<file path="src/rtl/pst_pkg.sv">
package pst_pkg;

	// Run length limit and its counter width
	localparam int RUN_MAX = 8;
	localparam int RUN_W   = 3;

	// Width of the slot number carried in a result
	localparam int SLOT_OUT_W = 3;

	// Command codes
	localparam logic FUNC_ADD    = 1'b0;
	localparam logic FUNC_REMOVE = 1'b1;

	// Status codes
	localparam logic STATUS_DONE = 1'b0;
	localparam logic STATUS_FULL = 1'b1;

	typedef struct packed {
		logic               func;
		logic [63:0]        key_first;
		logic [63:0]        key_second;
		logic [63:0]        user_word;
		logic signed [31:0] entry_priority;
	} pst_cmd_t;

	typedef struct packed {
		logic                  status;
		logic                  entry_valid;
		logic [SLOT_OUT_W-1:0] slot_index;
		logic signed [31:0]    out_priority;
		logic [63:0]           out_key_first;
		logic [63:0]           out_key_second;
		logic [63:0]           out_user_word;
		logic                  last;
	} pst_res_t;

	// One entry of the word memory
	typedef struct packed {
		logic [63:0] key_first;
		logic [63:0] key_second;
		logic [63:0] user_word;
	} pst_words_t;

	// Memory port controls from the sequencer
	typedef struct packed {
		logic wr_en;
		logic prio_rd_en;
		logic word_rd_en;
	} pst_mem_ctl_t;

	typedef enum logic [2:0] {
		ST_IDLE,
		ST_REMOVE,
		ST_SELECT,
		ST_FETCH,
		ST_EMIT
	} pst_state_t;

endpackage

</file>
<file path="src/rtl/pst_store.sv">
module pst_store import pst_pkg::*; #(
	parameter int SLOTS = 8
) (
	input  logic                                   clk,
	input  pst_mem_ctl_t                           ctl,
	input  logic [((SLOTS > 1) ? $clog2(SLOTS) : 1)-1:0] wr_addr,
	input  logic [((SLOTS > 1) ? $clog2(SLOTS) : 1)-1:0] rd_addr,
	input  logic signed [31:0]                     wr_prio,
	input  pst_words_t                             wr_words,
	output logic signed [31:0]                     rd_prio,
	output pst_words_t                             rd_words
);

	logic signed [31:0] prio_mem [SLOTS];
	pst_words_t         word_mem [SLOTS];

	// Write both memories together on an add
	always_ff @(posedge clk) begin
		if (ctl.wr_en) begin
			prio_mem[wr_addr] <= wr_prio;
			word_mem[wr_addr] <= wr_words;
		end
	end

	always_ff @(posedge clk) begin
		if (ctl.prio_rd_en) begin
			rd_prio <= prio_mem[rd_addr];
		end
	end

	always_ff @(posedge clk) begin
		if (ctl.word_rd_en) begin
			rd_words <= word_mem[rd_addr];
		end
	end

endmodule

</file>
<file path="src/rtl/pst_ctrl.sv">
module pst_ctrl import pst_pkg::*; #(
	parameter int SLOTS = 8
) (
	input  logic                                   clk,
	input  logic                                   arst_n,
	input  logic [3:0]                             active,
	input  logic                                   cmd_valid,
	output logic                                   cmd_ready,
	input  pst_cmd_t                               cmd,
	input  logic                                   out_free,
	output logic                                   res_load,
	output pst_res_t                               res_next,
	output pst_mem_ctl_t                           ctl,
	output logic [((SLOTS > 1) ? $clog2(SLOTS) : 1)-1:0] wr_addr,
	output logic [((SLOTS > 1) ? $clog2(SLOTS) : 1)-1:0] rd_addr,
	output logic signed [31:0]                     wr_prio,
	output pst_words_t                             wr_words,
	input  logic signed [31:0]                     rd_prio,
	input  pst_words_t                             rd_words
);

	localparam int IDX_W = (SLOTS > 1) ? $clog2(SLOTS) : 1;
	localparam int CNT_W = $clog2(SLOTS + 1);
	localparam int SX_W  = (IDX_W > SLOT_OUT_W) ? IDX_W : SLOT_OUT_W;

	pst_state_t         state_q, state_d;
	logic [SLOTS-1:0]   used_q, used_d;
	logic [SLOTS-1:0]   emit_q, emit_d;
	logic [CNT_W-1:0]   idx_q, idx_d;
	logic               rd_vld_s1, rd_vld_d;
	logic [IDX_W-1:0]   rd_idx_s1;
	logic               best_found_q, best_found_d;
	logic signed [31:0] best_prio_q, best_prio_d;
	logic [IDX_W-1:0]   best_idx_q, best_idx_d;
	logic [CNT_W-1:0]   cand_cnt_q, cand_cnt_d;
	logic [RUN_W-1:0]   emit_cnt_q, emit_cnt_d;
	logic               last_q, last_d;
	logic               empty_q, empty_d;
	logic               status_q, status_d;
	logic [63:0]        key_first_q, key_second_q;

	logic [CNT_W-1:0]   n_live;
	logic               issue;
	logic               free_any;
	logic [IDX_W-1:0]   free_idx;
	logic [SX_W-1:0]    slot_ext;

	assign n_live = (int'(active) > SLOTS) ? CNT_W'(SLOTS) : CNT_W'(active);
	assign issue  = (idx_q < n_live);

	// Lowest empty live slot
	always_comb begin
		free_any = 1'b0;
		free_idx = '0;
		for (int i = SLOTS - 1; i >= 0; i--) begin
			if (!used_q[i] && (i < int'(n_live))) begin
				free_any = 1'b1;
				free_idx = IDX_W'(i);
			end
		end
	end

	assign wr_addr  = free_idx;
	assign wr_prio  = cmd.entry_priority;
	assign wr_words = '{key_first: cmd.key_first, key_second: cmd.key_second,
		user_word: cmd.user_word};

	assign slot_ext = SX_W'(best_idx_q);

	always_comb begin
		res_next.status         = status_q;
		res_next.entry_valid    = !empty_q;
		res_next.slot_index     = empty_q ? '0 : slot_ext[SLOT_OUT_W-1:0];
		res_next.out_priority   = empty_q ? '0 : best_prio_q;
		res_next.out_key_first  = empty_q ? '0 : rd_words.key_first;
		res_next.out_key_second = empty_q ? '0 : rd_words.key_second;
		res_next.out_user_word  = empty_q ? '0 : rd_words.user_word;
		res_next.last           = last_q;
	end

	always_comb begin
		state_d      = state_q;
		used_d       = used_q;
		emit_d       = emit_q;
		idx_d        = idx_q;
		rd_vld_d     = 1'b0;
		best_found_d = best_found_q;
		best_prio_d  = best_prio_q;
		best_idx_d   = best_idx_q;
		cand_cnt_d   = cand_cnt_q;
		emit_cnt_d   = emit_cnt_q;
		last_d       = last_q;
		empty_d      = empty_q;
		status_d     = status_q;
		ctl          = '0;
		rd_addr      = idx_q[IDX_W-1:0];
		cmd_ready    = 1'b0;
		res_load     = 1'b0;

		unique case (state_q)
			ST_IDLE: begin
				cmd_ready = 1'b1;
				if (cmd_valid) begin
					status_d   = STATUS_DONE;
					emit_d     = '0;
					emit_cnt_d = '0;
					idx_d      = '0;
					best_found_d = 1'b0;
					cand_cnt_d = '0;
					if (cmd.func == FUNC_ADD) begin
						if (free_any) begin
							ctl.wr_en        = 1'b1;
							used_d[free_idx] = 1'b1;
						end else begin
							status_d = STATUS_FULL;
						end
						state_d = ST_SELECT;
					end else begin
						state_d = ST_REMOVE;
					end
				end
			end

			ST_REMOVE: begin
				if (issue) begin
					ctl.word_rd_en = 1'b1;
					idx_d          = idx_q + 1'b1;
				end
				rd_vld_d = issue;
				if (rd_vld_s1 && used_q[rd_idx_s1] && (rd_words.key_first == key_first_q)
						&& (rd_words.key_second == key_second_q)) begin
					// First match: free it and drop the read still in flight
					used_d[rd_idx_s1] = 1'b0;
					idx_d    = '0;
					rd_vld_d = 1'b0;
					state_d  = ST_SELECT;
				end else if (!issue && !rd_vld_s1) begin
					idx_d   = '0;
					state_d = ST_SELECT;
				end
			end

			ST_SELECT: begin
				if (issue) begin
					ctl.prio_rd_en = 1'b1;
					idx_d          = idx_q + 1'b1;
				end
				rd_vld_d = issue;
				if (rd_vld_s1) begin
					if (used_q[rd_idx_s1] && !emit_q[rd_idx_s1]) begin
						cand_cnt_d = cand_cnt_q + 1'b1;
						if (!best_found_q || (rd_prio > best_prio_q)) begin
							best_found_d = 1'b1;
							best_prio_d  = rd_prio;
							best_idx_d   = rd_idx_s1;
						end
					end
				end else if (!issue) begin
					if (best_found_q) begin
						empty_d = 1'b0;
						last_d  = (cand_cnt_q == CNT_W'(1)) ||
							(emit_cnt_q == RUN_W'(RUN_MAX - 1));
						state_d = ST_FETCH;
					end else begin
						empty_d = 1'b1;
						last_d  = 1'b1;
						state_d = ST_EMIT;
					end
				end
			end

			ST_FETCH: begin
				ctl.word_rd_en = 1'b1;
				rd_addr        = best_idx_q;
				state_d        = ST_EMIT;
			end

			ST_EMIT: begin
				if (out_free) begin
					res_load = 1'b1;
					if (last_q) begin
						state_d = ST_IDLE;
					end else begin
						emit_d[best_idx_q] = 1'b1;
						emit_cnt_d   = emit_cnt_q + 1'b1;
						idx_d        = '0;
						best_found_d = 1'b0;
						cand_cnt_d   = '0;
						state_d      = ST_SELECT;
					end
				end
			end

			default: begin
				state_d = ST_IDLE;
			end
		endcase
	end

	always_ff @(posedge clk or negedge arst_n) begin
		if (!arst_n) begin
			state_q      <= ST_IDLE;
			used_q       <= '0;
			emit_q       <= '0;
			idx_q        <= '0;
			rd_vld_s1    <= 1'b0;
			best_found_q <= 1'b0;
			cand_cnt_q   <= '0;
			emit_cnt_q   <= '0;
			last_q       <= 1'b0;
			empty_q      <= 1'b0;
			status_q     <= STATUS_DONE;
		end else begin
			state_q      <= state_d;
			used_q       <= used_d;
			emit_q       <= emit_d;
			idx_q        <= idx_d;
			rd_vld_s1    <= rd_vld_d;
			best_found_q <= best_found_d;
			cand_cnt_q   <= cand_cnt_d;
			emit_cnt_q   <= emit_cnt_d;
			last_q       <= last_d;
			empty_q      <= empty_d;
			status_q     <= status_d;
		end
	end

	always_ff @(posedge clk) begin
		rd_idx_s1   <= idx_q[IDX_W-1:0];
		best_prio_q <= best_prio_d;
		best_idx_q  <= best_idx_d;
		if (cmd_valid && cmd_ready) begin
			key_first_q  <= cmd.key_first;
			key_second_q <= cmd.key_second;
		end
	end

endmodule

</file>
<file path="src/rtl/priority_slot_table_top.sv">
// Rate: one command at a time. An add writes its entry and a remove first searches
// the word memory for the matching keys; then the table lists entries by rank,
// with one full priority memory pass per rank and up to RUN_MAX results per run.
// Reset: asynchronous, active low; all slots empty, active slot count 8, no
// item pending. Entry memories are not cleared; empty slots are never listed in a result.
module priority_slot_table_top import pst_pkg::*; #(
	parameter int SLOTS = 8
) (
	input  logic       clk,
	input  logic       arst_n,
	input  logic       cfg_valid,
	output logic       cfg_ready,
	input  logic [3:0] cfg_data,
	input  logic       cmd_valid,
	output logic       cmd_ready,
	input  pst_cmd_t   cmd,
	output logic       res_valid,
	input  logic       res_ready,
	output pst_res_t   res
);

	localparam int IDX_W = (SLOTS > 1) ? $clog2(SLOTS) : 1;

	logic               [3:0] active_q;
	pst_mem_ctl_t       mem_ctl;
	logic [IDX_W-1:0]   wr_addr;
	logic [IDX_W-1:0]   rd_addr;
	logic signed [31:0] wr_prio;
	logic signed [31:0] rd_prio;
	pst_words_t         wr_words;
	pst_words_t         rd_words;
	logic               out_free;
	logic               res_load;
	pst_res_t           res_next;
	logic               res_valid_q;
	pst_res_t           res_q;

	// Active slot count register. The user must write it only while the block is idle;
	// the block itself does not enforce this.
	assign cfg_ready = 1'b1;

	always_ff @(posedge clk or negedge arst_n) begin
		if (!arst_n) begin
			active_q <= 4'd8;
		end else if (cfg_valid) begin
			active_q <= cfg_data;
		end
	end

	// Sequencer: holds the used bits, runs the remove search and the
	// per-rank selection passes over the priority memory.
	pst_ctrl #(
		.SLOTS(SLOTS)
	) u_ctrl (
		.clk      (clk),
		.arst_n   (arst_n),
		.active   (active_q),
		.cmd_valid(cmd_valid),
		.cmd_ready(cmd_ready),
		.cmd      (cmd),
		.out_free (out_free),
		.res_load (res_load),
		.res_next (res_next),
		.ctl      (mem_ctl),
		.wr_addr  (wr_addr),
		.rd_addr  (rd_addr),
		.wr_prio  (wr_prio),
		.wr_words (wr_words),
		.rd_prio  (rd_prio),
		.rd_words (rd_words)
	);

	// Entry storage: a priority memory scanned on every pass and a word
	// memory read for key matching and for the listed entry.
	pst_store #(
		.SLOTS(SLOTS)
	) u_store (
		.clk     (clk),
		.ctl     (mem_ctl),
		.wr_addr (wr_addr),
		.rd_addr (rd_addr),
		.wr_prio (wr_prio),
		.wr_words(wr_words),
		.rd_prio (rd_prio),
		.rd_words(rd_words)
	);

	// Output register: hold a result until taken; load a new one in the same
	// cycle as the old one leaves. The last item of a run may wait here while
	// the next command is accepted.
	assign out_free = !res_valid_q || res_ready;

	always_ff @(posedge clk or negedge arst_n) begin
		if (!arst_n) begin
			res_valid_q <= 1'b0;
		end else if (res_load) begin
			res_valid_q <= 1'b1;
		end else if (res_ready) begin
			res_valid_q <= 1'b0;
		end
	end

	always_ff @(posedge clk) begin
		if (res_load) begin
			res_q <= res_next;
		end
	end

	assign res_valid = res_valid_q;
	assign res       = res_q;

endmodule

</file>
<file path="config.mk">
export PLATFORM = sky130hd
export DESIGN_NAME = priority_slot_table_top
export DESIGN_NICKNAME = d
export VERILOG_FILES = /design/src/rtl/pst_pkg.sv /design/src/rtl/pst_store.sv /design/src/rtl/pst_ctrl.sv /design/src/rtl/priority_slot_table_top.sv
export SDC_FILE = /design/constraint.sdc
export NUM_CORES = 2
export LEC_CHECK = 0
export BUFFER_PORTS_ARGS = -buffer_cell sky130_fd_sc_hd__buf_2
export CAP_MARGIN = 20
export CORE_ASPECT_RATIO = 0.9
export CORE_MARGIN = 3
export CORE_UTILIZATION = 55
export DETAILED_ROUTE_END_ITERATION = 7
export PLACE_DENSITY = 0.76
export SYNTH_ARGS = -nofsm -noshare
export SYNTH_HDL_FRONTEND = slang
export SYNTH_HIERARCHICAL = 1
export SYNTH_SLANG_ARGS = --single-unit
</file>
<file path="constraint.sdc">
create_clock -name clk -period 19.18 [get_ports clk]
set_input_delay 0 -clock clk [delete_from_list [all_inputs] [get_ports clk]]
set_output_delay 0 -clock clk [all_outputs]
set_load 0.1 [all_outputs]
</file>
==> impl_metrics.env <==
export IMPL_outcome="finished clean"
export IMPL_cp_end_kind="flop"
export IMPL_drc=0
export IMPL_slew_viol_final=0
export IMPL_antenna_found_initial=41
export IMPL_clock_skew_ns=0.0738
export IMPL_p_leak_nw=35.5
export IMPL_synth_area_leaders="edfxtp_1 (77%), mux4_2 (11%), mux2_2 (2.8%)"
export IMPL_synth_edf_count=2409
export IMPL_drtIter0Drc=4780
export IMPL_nets=5359
export IMPL_arrival_ns=6.46
export IMPL_synth_flop_cell="edfxtp_1"
export IMPL_wl_mm=215
export IMPL_synth_seq_cells=2452
export IMPL_path_max_fanout=119
export IMPL_synth_top_area_share_pct=77.0
export IMPL_place_ws_ns=13.28
export IMPL_required_ns=19.63
export IMPL_combPwrFrac_pct=26.5
export IMPL_insertion_delay_ns=0.88
export IMPL_dp_cells=6688
export IMPL_die_y_microns=398
export IMPL_post_cts_resized=0
export IMPL_relSlewSlack_pct=18.3
export IMPL_yosysSeqAreaShare_pct=78.2
export IMPL_via_per_inst=5.95
export IMPL_startpoint_type="flop"
export IMPL_gp_congestion=0.858
export IMPL_num_rows=143
export IMPL_fin_cells=7545
export IMPL_grt_pass1_wl_mm=311
export IMPL_grt_pass1_vias=45800
export IMPL_synth_nets=4577
export IMPL_syn_cell_area_sq_um=93900
export IMPL_syn_inst=4303
export IMPL_finalCriticalPeriod_ns=6.02
export IMPL_synthDistinctLibCells=75
export IMPL_cts_max_level=4
export IMPL_clock_root_buffer="clkbuf_16"
export IMPL_final_core_util_pct=64.1
export IMPL_core_area_sq_um=169000
export IMPL_wire_per_inst_microns=28.5
export IMPL_drive_gt1_share_pct=29.3
export IMPL_post_cts_buffers=0
export IMPL_worstSetupPathType="reg -> reg"
export IMPL_max_clock_freq_mhz=166
export IMPL_syn_avg_cell_area_sq_um=21.8
export IMPL_filler_cell_count=10800
export IMPL_cts_sinks=2452
export IMPL_cap_viol_max_count=0
export IMPL_p_seq_share_pct=45.4
export IMPL_vias=44900
export IMPL_tightest_slew_ns=1.23
export IMPL_grt_max_degree=154
export IMPL_grt_total_usage_pct=24.5
export IMPL_period_share_pct=31.4
export IMPL_async_reset_ff_share_pct=1.63
export IMPL_yosysWarnings=6
export IMPL_min_path_type="in -> reg"
export IMPL_power_density_nw_per_um2=143
export IMPL_antenna_left=0
export IMPL_clk_pin_slew_ns=0.06
export IMPL_portBuffers=465
export IMPL_initial_core_util_pct=55.5
export IMPL_drt_pass1_iter_count=5
export IMPL_synth_top_cells_by_count="edfxtp_1 (2409), mux4_2 (448), nor2b_1 (238)"
export IMPL_rsz0062_at_grt="false"
export IMPL_die_width_microns=442
export IMPL_syn_to_final_growth_pct=15.6
export IMPL_clockBufferDepth=3
export IMPL_cts_tree="yes"
export IMPL_ios=467
export IMPL_clkPwrFrac_pct=28.1
export IMPL_die_area_sq_um=176000
export IMPL_timing_final_hold_violations=0
export IMPL_p_int_mw=10.8
export IMPL_final_setup_tns_ns=0
export IMPL_setup_viol=0
export IMPL_ir_drop_mv=0.152
export IMPL_netSwitchingPower_mw=4.73
export IMPL_cts_buffers_inserted=225
export IMPL_hpwl_mm=117
export IMPL_yosysMostFrequentCell="edfxtp_1"
export IMPL_switching_share_pct=30.4
export IMPL_grt_ovfl_total=0
export IMPL_worst_slack_ns=13.16
export IMPL_yosys_area_top_type="edfxtp_1"
worst max-delay path, cell delays in order, from the launching register on:
cell	delay, ns
dfrtp_1	0.62
nor3_1	0.41
nand2_1	0.25
inv_6	0.77
nand2_1	0.18
a21oi_1	0.20
nand2b_1	0.27
nor2_4	0.17
buf_4	0.81
buf_12	0.64
buf_4	0.82
logic make-up after synthesis:
family,count (synthesis),share of synthesized area [%]
AOI/OAI and AO/OA,131,1.02
xor gates and xnor gates,81,0.755
adders and majority gates,40,0.533
buffers and inverters,465,3.17
DFF,2452,78.2
muxes,686,13.6
other,1,0.00399
and+or+nand+nor,447,2.77
power groups by stage:
stage                     Sequential [mW]  Combinational [mW]  Clock (mW)
final                                7.05                4.12        4.37
after detailed placement             7.15                4.03           0
after global routing                 7.09                4.36        4.64
after global placement               7.14                3.97           0
after CTS                            7.05                4.15        4.43
after floorplan                      7.81                2.72           0
cell type report:
type | count | area, sq um | area share [%]
flip-flops and latches | 2452 | 73400 | 67.6
multi-input cells | 1386 | 17700 | 16.3
repair buffers | 941 | 7090 | 6.53
clock buffers | 279 | 5880 | 5.41
well taps | 2247 | 2810 | 2.59
clock inverters | 131 | 1330 | 1.22
inverters | 79 | 302 | 0.278
diodes | 30 | 75.1 | 0.0692
final timing paths:
kind / from / to / slack (ns) / depth (start not counted)
max reg2reg: u_ctrl/state_q[0] / u_store/word_mem[4][73] / 13.16 / 10
min: cmd[96] / u_ctrl/key_second_q[0] / 0.04 / 2
min in group asynchronous: arst_n / u_ctrl/cand_cnt_q[0] / 0.26 / 4
min reg2reg: u_store/rd_prio[4] / u_ctrl/best_prio_q[4] / 0.46 / 0
max: u_ctrl/state_q[0] / u_store/word_mem[4][73] / 13.16 / 10
max in group asynchronous: arst_n / u_ctrl/empty_q / 18.65 / 4
timing repair:
item / in CTS / in global routing
hold buffers: 417 / 0
setup endpoints to repair: 0 / 0
hold endpoints to repair: 1991 / 0
metal layers:
metal / GRT usage [%] / wire (microns) / vias up
li1: - / - / 18800
met5: 0 / 23 / -
met2: 40.1 / 109000 / 2092
met4: 9.30 / 7610 / 4
met1: 32.9 / 83100 / 23600
met3: 4.77 / 15500 / 401
layout by cell type (no fill, tap or decap), types with 24 or more instances in the layout:
cell	synthesis	routed
clkbuf_1	54	52
edfxtp_1	2409	2409
diode_2	0	30
buf_4	227	47
dfrtp_1	39	38
ha_1	40	40
a21oi_1	30	30
nor2b_1	238	238
mux2_2	233	230
buf_2	18	466
dlygate4sd3_1	0	416
mux4_2	448	448
xor2_1	60	60
clkbuf_16	0	227
clkinv_2	0	41
nor2_1	94	87
clkinv_1	0	50
nand4_1	24	24
inv_1	78	77
registers in the layout (all words and copies together), names as in the netlist:
| name | count |
|---|---|
| u_store/word_mem | 1536 |
| u_store/prio_mem | 256 |
| res | 230 |
| u_store/rd_words | 192 |
| u_ctrl/key_first_q | 64 |
| u_ctrl/key_second_q | 64 |
| u_ctrl/best_prio_q | 32 |
| u_store/rd_prio | 32 |
| u_ctrl/emit_q | 8 |
| u_ctrl/used_q | 8 |
| active_q | 4 |
| u_ctrl/cand_cnt_q | 4 |
| u_ctrl/idx_q | 4 |
| u_ctrl/best_idx_q | 3 |
| u_ctrl/emit_cnt_q | 3 |
| u_ctrl/rd_idx_s1 | 3 |
| u_ctrl/state_q | 3 |
| res_valid | 1 |
| u_ctrl/best_found_q | 1 |
| u_ctrl/empty_q | 1 |
| u_ctrl/last_q | 1 |
| u_ctrl/rd_vld_s1 | 1 |
| u_ctrl/status_q | 1 |
metrics by stage:
| stage | hold WS [ns] | instance area, sq um | total power [mW] |
|---|---|---|---|
| floorplan | -0.296 | 93900 | 10.5 |
| global placement | 0.198 | 97100 | 11.1 |
| detailed placement | 0.204 | 97100 | 11.2 |
| CTS | 0.000266 | 108000 | 15.6 |
| global route | 0.00218 | 109000 | 16.1 |
| finish | 0.0412 | 109000 | 15.5 |
(Power assumes the default switching activity.)
